[config.mk]
export PLATFORM = sky130hd
export DESIGN_NAME = mrc_back
export DESIGN_NICKNAME = d
export VERILOG_FILES = /design/src/rtl/mrc_pkg.sv /design/src/rtl/mrc_back.sv
export SDC_FILE = /design/constraint.sdc
export NUM_CORES = 1
export LEC_CHECK = 0
export BUFFER_PORTS_ARGS = -buffer_cell sky130_fd_sc_hd__buf_2
export CORE_ASPECT_RATIO = 0.6
export CORE_MARGIN = 2
export CORE_UTILIZATION = 37
export CTS_CLUSTER_SIZE = 24
export DETAILED_ROUTE_END_ITERATION = 10
export GPL_ROUTABILITY_DRIVEN = 1
export PLACE_DENSITY = 0.65
export SLEW_MARGIN = 20
export SYNTH_ARGS = -nofsm -noshare
export SYNTH_HDL_FRONTEND = slang
export SYNTH_SLANG_ARGS = --single-unit
export TNS_END_PERCENT = 20
[constraint.sdc]
create_clock -name clk -period 7.1 [get_ports clk]
set_input_delay 0.71 -clock clk [delete_from_list [all_inputs] [get_ports clk]]
set_output_delay 0.71 -clock clk [all_outputs]
set_load 0.01 [all_outputs]
[src/rtl/mrc_pkg.sv]
// Shared types, codes and the CRC-16 byte step for the Modbus RTU reply checker.
`timescale 1ns / 1ps

package mrc_pkg;

	// Input modes
	localparam logic [1:0] MODE_ARM  = 2'd0;
	localparam logic [1:0] MODE_BYTE = 2'd1;
	localparam logic [1:0] MODE_TICK = 2'd2;

	// Function codes
	localparam logic [7:0] FC_READ_COILS = 8'h01;
	localparam logic [7:0] FC_READ_REGS  = 8'h03;
	localparam logic [7:0] FC_WRITE_COIL = 8'h05;
	localparam logic [7:0] FC_WRITE_REG  = 8'h06;
	localparam logic [7:0] FC_WRITE_MULT = 8'h10;

	// Verdict codes
	localparam logic [2:0] ST_OK          = 3'd0;
	localparam logic [2:0] ST_BAD_RESP    = 3'd1;
	localparam logic [2:0] ST_BAD_CRC     = 3'd2;
	localparam logic [2:0] ST_TIMEOUT     = 3'd3;
	localparam logic [2:0] ST_INVALID_ARG = 3'd4;

	localparam logic [15:0] CRC_POLY      = 16'hA001;
	localparam logic [15:0] CRC_SEED      = 16'hFFFF;
	localparam logic [15:0] TIMEOUT_RESET = 16'd250;
	localparam logic [15:0] TICKS_MAX     = 16'hFFFF;
	localparam logic [7:0]  COIL_ON_BYTE  = 8'hFF;
	localparam logic [7:0]  WRITE_FRAME_LEN = 8'd8;
	localparam logic [7:0]  READ_OVERHEAD   = 8'd5;

	localparam int Q_DEPTH = 4;
	localparam int Q_PTR_W = $clog2(Q_DEPTH);
	localparam int Q_CNT_W = $clog2(Q_DEPTH + 1);

	// Request classes decided by the front end
	typedef enum logic [2:0] {
		K_NONE,
		K_ARM_BAD,
		K_ARM_BCAST,
		K_ARM,
		K_BYTE,
		K_TICK
	} item_kind_t;

	typedef struct packed {
		item_kind_t  kind;
		logic [7:0]  slave;
		logic [7:0]  fc;
		logic [15:0] start;
		logic [15:0] cv;
		logic [7:0]  frame_len;
		logic [7:0]  payload_len;
		logic [7:0]  rx_byte;
	} item_t;

	// One reflected CRC-16 byte step, low bit first
	function automatic logic [15:0] crc_update(input logic [15:0] crc, input logic [7:0] b);
		logic [15:0] c;
		c = crc ^ {8'h00, b};
		for (int i = 0; i < 8; i++) begin
			if (c[0]) begin
				c = (c >> 1) ^ CRC_POLY;
			end else begin
				c = c >> 1;
			end
		end
		return c;
	endfunction

endpackage

[src/rtl/mrc_back.sv]
// Back end: reply tracking, CRC, echo check, timeout and the output register.
`timescale 1ns / 1ps

module mrc_back (
	input  logic           clk,
	input  logic           arst_n,
	input  logic [15:0]    timeout_ticks,
	input  logic           q_valid,
	input  mrc_pkg::item_t q_item,
	output logic           pop,
	output logic           out_valid,
	input  logic           out_ready,
	output logic [15:0]    data_word,
	output logic [5:0]     word_index,
	output logic [2:0]     status,
	output logic           last
);

	logic        armed_q, armed_d;
	logic [7:0]  exp_slave_q, exp_slave_d;
	logic [7:0]  exp_fc_q, exp_fc_d;
	logic [15:0] exp_start_q, exp_start_d;
	logic [15:0] exp_cv_q, exp_cv_d;
	logic [7:0]  frame_len_q, frame_len_d;
	logic [7:0]  payload_len_q, payload_len_d;
	logic [7:0]  byte_pos_q, byte_pos_d;
	logic [15:0] crc_q, crc_d;
	logic [7:0]  crc_low_q, crc_low_d;
	logic        mismatch_q, mismatch_d;
	logic [7:0]  high_hold_q, high_hold_d;
	logic [15:0] coil_mask_q, coil_mask_d;
	logic [15:0] ticks_q, ticks_d;

	logic        out_valid_q;
	logic [15:0] data_word_q;
	logic [5:0]  word_index_q;
	logic [2:0]  status_q;
	logic        last_q;

	logic        res_valid;
	logic [15:0] res_word;
	logic [5:0]  res_index;
	logic [2:0]  res_status;
	logic        res_last;

	logic [15:0] ticks_inc;
	logic [15:0] crc_next;
	logic [7:0]  want;
	logic        check_hdr;
	logic [7:0]  k;
	logic        crc_bad;
	logic        is_read;
	logic        is_single_write;
	logic [7:0]  b;

	assign pop             = q_valid && (!out_valid_q || out_ready);
	assign b               = q_item.rx_byte;
	assign crc_next        = mrc_pkg::crc_update(crc_q, b);
	assign ticks_inc       = (ticks_q != mrc_pkg::TICKS_MAX) ? ticks_q + 16'd1 : ticks_q;
	assign k               = byte_pos_q - 8'd3;
	assign is_read         = (exp_fc_q == mrc_pkg::FC_READ_COILS)
	                         || (exp_fc_q == mrc_pkg::FC_READ_REGS);
	assign is_single_write = (exp_fc_q == mrc_pkg::FC_WRITE_COIL)
	                         || (exp_fc_q == mrc_pkg::FC_WRITE_REG);
	assign crc_bad         = (crc_low_q != crc_q[7:0]) || (b != crc_q[15:8]);

	// Expected header or echo byte at the current position
	always_comb begin
		want      = 8'd0;
		check_hdr = 1'b1;
		case (byte_pos_q)
			8'd0: want = exp_slave_q;
			8'd1: want = exp_fc_q;
			8'd2: want = is_read ? payload_len_q : exp_start_q[15:8];
			8'd3: want = exp_start_q[7:0];
			8'd4: begin
				if (exp_fc_q == mrc_pkg::FC_WRITE_COIL) begin
					want = (exp_cv_q != 16'd0) ? mrc_pkg::COIL_ON_BYTE : 8'd0;
				end else begin
					want = exp_cv_q[15:8];
				end
			end
			8'd5: want = (exp_fc_q == mrc_pkg::FC_WRITE_COIL) ? 8'd0 : exp_cv_q[7:0];
			default: check_hdr = 1'b0;
		endcase
		if (is_read && byte_pos_q > 8'd2) begin
			check_hdr = 1'b0;
		end
	end

	always_comb begin
		armed_d       = armed_q;
		exp_slave_d   = exp_slave_q;
		exp_fc_d      = exp_fc_q;
		exp_start_d   = exp_start_q;
		exp_cv_d      = exp_cv_q;
		frame_len_d   = frame_len_q;
		payload_len_d = payload_len_q;
		byte_pos_d    = byte_pos_q;
		crc_d         = crc_q;
		crc_low_d     = crc_low_q;
		mismatch_d    = mismatch_q;
		high_hold_d   = high_hold_q;
		coil_mask_d   = coil_mask_q;
		ticks_d       = ticks_q;
		res_valid     = 1'b0;
		res_word      = 16'd0;
		res_index     = 6'd0;
		res_status    = mrc_pkg::ST_OK;
		res_last      = 1'b1;
		if (pop) begin
			unique case (q_item.kind)
				mrc_pkg::K_ARM_BAD: begin
					armed_d    = 1'b0;
					res_valid  = 1'b1;
					res_status = mrc_pkg::ST_INVALID_ARG;
				end
				mrc_pkg::K_ARM_BCAST: begin
					armed_d   = 1'b0;
					res_valid = 1'b1;
				end
				mrc_pkg::K_ARM: begin
					armed_d       = 1'b1;
					exp_slave_d   = q_item.slave;
					exp_fc_d      = q_item.fc;
					exp_start_d   = q_item.start;
					exp_cv_d      = q_item.cv;
					frame_len_d   = q_item.frame_len;
					payload_len_d = q_item.payload_len;
					byte_pos_d    = 8'd0;
					crc_d         = mrc_pkg::CRC_SEED;
					crc_low_d     = 8'd0;
					mismatch_d    = 1'b0;
					high_hold_d   = 8'd0;
					coil_mask_d   = 16'd0;
					ticks_d       = 16'd0;
				end
				mrc_pkg::K_TICK: begin
					if (armed_q) begin
						ticks_d = ticks_inc;
						if (ticks_inc >= timeout_ticks) begin
							armed_d    = 1'b0;
							res_valid  = 1'b1;
							res_status = mrc_pkg::ST_TIMEOUT;
						end
					end
				end
				mrc_pkg::K_BYTE: begin
					if (armed_q) begin
						if (byte_pos_q + 8'd1 == frame_len_q) begin
							armed_d   = 1'b0;
							res_valid = 1'b1;
							if (mismatch_q) begin
								res_status = mrc_pkg::ST_BAD_RESP;
							end else if (crc_bad) begin
								res_status = is_single_write ? mrc_pkg::ST_BAD_RESP
								                             : mrc_pkg::ST_BAD_CRC;
							end else if (exp_fc_q == mrc_pkg::FC_READ_COILS) begin
								res_word = coil_mask_q;
							end
						end else begin
							byte_pos_d = byte_pos_q + 8'd1;
							if (byte_pos_q + 8'd2 == frame_len_q) begin
								crc_low_d = b;
							end else begin
								crc_d = crc_next;
								if (check_hdr && b != want) begin
									mismatch_d = 1'b1;
								end
								if (byte_pos_q >= 8'd3) begin
									if (exp_fc_q == mrc_pkg::FC_READ_COILS) begin
										if (k == 8'd0) begin
											coil_mask_d = {coil_mask_q[15:8], b};
										end else begin
											coil_mask_d = {b, coil_mask_q[7:0]};
										end
									end else if (exp_fc_q == mrc_pkg::FC_READ_REGS) begin
										if (!k[0]) begin
											high_hold_d = b;
										end else begin
											res_valid = 1'b1;
											res_last  = 1'b0;
											res_word  = {high_hold_q, b};
											res_index = k[6:1];
										end
									end
								end
							end
						end
					end
				end
				default: ;
			endcase
		end
	end

	always_ff @(posedge clk or negedge arst_n) begin
		if (!arst_n) begin
			armed_q       <= 1'b0;
			exp_slave_q   <= 8'd0;
			exp_fc_q      <= 8'd0;
			exp_start_q   <= 16'd0;
			exp_cv_q      <= 16'd0;
			frame_len_q   <= 8'd0;
			payload_len_q <= 8'd0;
			byte_pos_q    <= 8'd0;
			crc_q         <= mrc_pkg::CRC_SEED;
			crc_low_q     <= 8'd0;
			mismatch_q    <= 1'b0;
			high_hold_q   <= 8'd0;
			coil_mask_q   <= 16'd0;
			ticks_q       <= 16'd0;
			out_valid_q   <= 1'b0;
		end else begin
			armed_q       <= armed_d;
			exp_slave_q   <= exp_slave_d;
			exp_fc_q      <= exp_fc_d;
			exp_start_q   <= exp_start_d;
			exp_cv_q      <= exp_cv_d;
			frame_len_q   <= frame_len_d;
			payload_len_q <= payload_len_d;
			byte_pos_q    <= byte_pos_d;
			crc_q         <= crc_d;
			crc_low_q     <= crc_low_d;
			mismatch_q    <= mismatch_d;
			high_hold_q   <= high_hold_d;
			coil_mask_q   <= coil_mask_d;
			ticks_q       <= ticks_d;
			if (res_valid) begin
				out_valid_q <= 1'b1;
			end else if (out_ready) begin
				out_valid_q <= 1'b0;
			end
		end
	end

	always_ff @(posedge clk) begin
		if (res_valid) begin
			data_word_q  <= res_word;
			word_index_q <= res_index;
			status_q     <= res_status;
			last_q       <= res_last;
		end
	end

	assign out_valid  = out_valid_q;
	assign data_word  = data_word_q;
	assign word_index = word_index_q;
	assign status     = status_q;
	assign last       = last_q;

	a_tentative_ok: assert property (@(posedge clk) disable iff (!arst_n)
		out_valid_q && !last_q |-> status_q == mrc_pkg::ST_OK)
		else $error("tentative word carries a verdict code");

	a_verdict_disarms: assert property (@(posedge clk) disable iff (!arst_n)
		res_valid && res_last |=> !armed_q)
		else $error("still armed after a verdict");

	a_pos_in_frame: assert property (@(posedge clk) disable iff (!arst_n)
		armed_q |-> byte_pos_q < frame_len_q)
		else $error("byte position ran past the frame");

	a_verdict_index_zero: assert property (@(posedge clk) disable iff (!arst_n)
		out_valid_q && last_q |-> word_index_q == 6'd0)
		else $error("verdict carries a word index");

endmodule
==> flow_summary_export.csv <==
group,metric,value,unit
outcome,status,"finished, final reports clean",
place,gp_congestion,0.866,
logic_synthesis,syn_area_per_cell,9.22,um^2
sta,hold_viol,0,
worst_setup_path,crit_path_start,"ticks_q[3]$_DFFE_PN0P_",
sta,setup_viol,0,
sta,fmax,221,MHz
finish,nNetsFinal,1228,
sta,finalCriticalPeriod,4530,ps
clock_network,cts_root_buf,"clkbuf_16",
clock_network,post-cts-setup-buffer-count,0,
routing,ant_nets,0,
clock_network,hold_buffers,0,
logic_synthesis,ys_warn_count,0,
grt,grt_pass1_vias,7559,
worst_setup_path,r2r_cells,16,
logic_synthesis,yosysTopAreaCellShare,32.8,%
job,drv_cap,0,
logic_synthesis,ys.flop_type,"dfrtp_1",
worst_setup_path,worstPathMaxFanout,20,
floorplan,io_pins,123,
routing,drt-initial-drc-count,713,
place,place_area,10200,um^2
clock_network,ctsLongestPathBuffers,2,
worst_setup_path,path_cells,"and4_1 > nand4_1 > or4_1 > nand3_1 > inv_1 > and3_1 > xor2_1 > ha_1 > a21o_1 > a21o_1 > a21oi_1 > o21ai_0 > a21oi_1 > a311o_1 > nor2_2 > buf_4",
worst_setup_path,max_stage_delay,680,ps
clock_network,clkTransAtPathRegs,70,ps
grt,grt_first_pass_wirelength,42300,um
place,dpl.hpwl,19300,um
floorplan,fp.dieH,127,um
sta,final.setup.tns,0,ps
floorplan,row_count,45,
worst_setup_path,crit_arrival,4650,ps
clock_network,htree_levels,4,
logic_synthesis,ys_ff_latch,165,
logic_synthesis,yosys-top-cells-area,"dfrtp_1, nand2_1, edfxtp_1, dfstp_2, xnor2_1",
sta,rsz0062_at_grt,"false",
grt,overflow,0,
worst_setup_path,timing.rr.end,"data_word[7]$_SDFFCE_PN0P_",
grt,antenna_found_initial,0,
floorplan,dieArea,26700,um^2
sta,max-slew-margin-rel,37.5,%
worst_setup_path,end_kind,"register",
routing,drt_pass1_iterations,5,
logic_synthesis,synth.distinct_cells,76,
worst_setup_path,slowest_stage,"or4_1",
floorplan,die_x,210,um
finish,diodes,0,
grt,grt_use_total,20.3,%
floorplan,coreArea,25100,um^2
sta,tightest_slew,932,ps
routing,drcViolationCount,0,
worst_setup_path,required,7210,ps
place,numPortBuffers,122,
grt,grt_max_degree,82,
finish,postLayoutCellArea,10800,um^2
power_and_ir_drop,ir_drop,0.156,mV
sta,finalClockSkew,10.6,ps
clock_network,cts_resized,0,
finish,drive_above_1_share,20.7,%
logic_synthesis,yosysMostFrequentCell,"nand2_1",
worst_setup_path,path_depth,16,
floorplan,initial_core_util,37.3,%
clock_network,clock-sinks,165,
power_and_ir_drop,cellPowerDensity,271,nW/um^2
clock_network,cts_buffers,17,
finish,syn_to_final_growth,15.4,%
worst_setup_path,crit_buf_inv,2,
clock_network,cts_tree,"done",
logic_synthesis,syn-cell-area,9380,um^2
logic_synthesis,ys_seq_area_share,45.6,%
power_and_ir_drop,p_leak,0.00495,uW
routing,routedWlPerCell,18.0,um
logic_synthesis,async_reset_ff_share,84.2,%
routing,vias_per_cell,5.35,
worst_setup_path,startpoint_type,"register",
logic_synthesis,synth-edff-count,26,
logic_synthesis,syn_nets,1135,
clock_network,insertion_delay,440,ps
worst_setup_path,crit_type,"reg -> reg",
worst_setup_path,rrSetupSlack,2570,ps
worst_setup_path,cp_top_family,"simple AND/OR/NAND/NOR gates",
logic_synthesis,synth_top_area_cell,"dfrtp_1",
logic_synthesis,syn_inst,1017,
routing,via_count,7772,
logic_synthesis,yosys-top-cells-count,"nand2_1, dfrtp_1, nor2_1",
worst_setup_path,r2r_start,"ticks_q[3]$_DFFE_PN0P_",
sta,slew_viol_final,0,
routing,drt-total-wl,26100,um
sta,fin_crit_sh,63.8,%
min_path,hold_class,"in -> async",
==> metal layers <==
layer,wire length (um),GRT usage (%),vias up
met4,263,3.96,0
met5,0,0,-
met1,13800,32.7,3709
met2,10200,27.0,286
li1,-,-,3755
met3,1860,4.84,22
==> cells in the final DEF, fill, tap and decap left out, types with 4 or more instances in the layout <==
master / n
a211oi_1: 7
a21o_1: 5
a21oi_1: 43
a222oi_1: 8
a22o_1: 7
a22oi_1: 19
and3_1: 11
buf_2: 121
buf_4: 9
clkbuf_16: 17
dfrtp_1: 123
dfstp_2: 16
edfxtp_1: 26
ha_1: 23
inv_1: 36
inv_6: 5
mux2_2: 25
mux2_4: 8
mux2i_1: 10
nand2_1: 224
nand2b_1: 7
nand3_1: 16
nand4_1: 12
nor2_1: 70
nor2b_1: 8
nor3_1: 14
nor4_1: 12
o211ai_1: 15
o21a_1: 5
o21ai_0: 51
o221ai_1: 4
o22ai_1: 9
o31ai_1: 7
or3_1: 7
or4_1: 4
xnor2_1: 37
xor2_1: 33
==> how the worst max path moves through the flow <==
stage | endpoint | slack [ps]
after floorplan | data_word[0]$_SDFFCE_PN0P_ | 2540
after global placement | data_word[15]$_SDFFCE_PN0P_ | 2840
after detailed placement | data_word[14]$_SDFFCE_PN0P_ | 2670
after CTS | data_word[7]$_SDFFCE_PN0P_ | 2640
after global routing | data_word[7]$_SDFFCE_PN0P_ | 2290
final | data_word[7]$_SDFFCE_PN0P_ | 2570
==> area by class of cell <==
type / count / area (um^2)
timing repair buffer: 131 / 684
clock inverter: 14 / 143
fill: 2476 / 14300
tap: 329 / 412
sequential: 165 / 4280
clock buffer: 18 / 439
multi-input combinational: 758 / 4720
inverter: 37 / 139
==> kinds of logic (layout without fill, tap and decap cells) <==
kind of cell             Yosys count  in the layout  share of synthesized area [%]
AO/OA/AOI/OAI                    208            208                           15.0
AND/OR/NAND/NOR                  413            413                           20.1
buffers and inverters             94            200                           4.22
XOR/XNOR                          70             70                           6.54
flip-flops                       165            165                           45.6
adder cells (fa/ha/maj)           24             24                           3.18
multiplexers                      43             43                           5.35
==> sequential cells by signal, indices dropped and copies added, names as in the netlist, 16 cells and up <==
register and count:
coil_mask_q 16, crc_q 16, data_word 16, exp_cv_q 16, exp_start_q 16, ticks_q 16
==> power by group <==
group          switching (uW)  total [uW]  internal [uW]  leakage, uW
sequential                157        1290           1130      0.00201
combinational             398         711            313      0.00266
clock                     426         930            504     0.000282
==> per-stage QoR <==
stage | hold slack, ps | util, % | std cells | power [uW] | worst slack (ps)
2_1_floorplan | 414 | - | 1017 | 1780 | 2540
3_3_place_gp | 452 | 40.8 | 1420 | 1990 | 2840
3_5_place_dp | 457 | 40.8 | 1420 | 2000 | 2670
4_1_cts | 355 | 43.1 | 1452 | 2930 | 2640
5_1_grt | 385 | 43.1 | 1452 | 3100 | 2290
6_report | 332 | 43.1 | 1452 | 2930 | 2570
(Power assumes the default switching activity.)
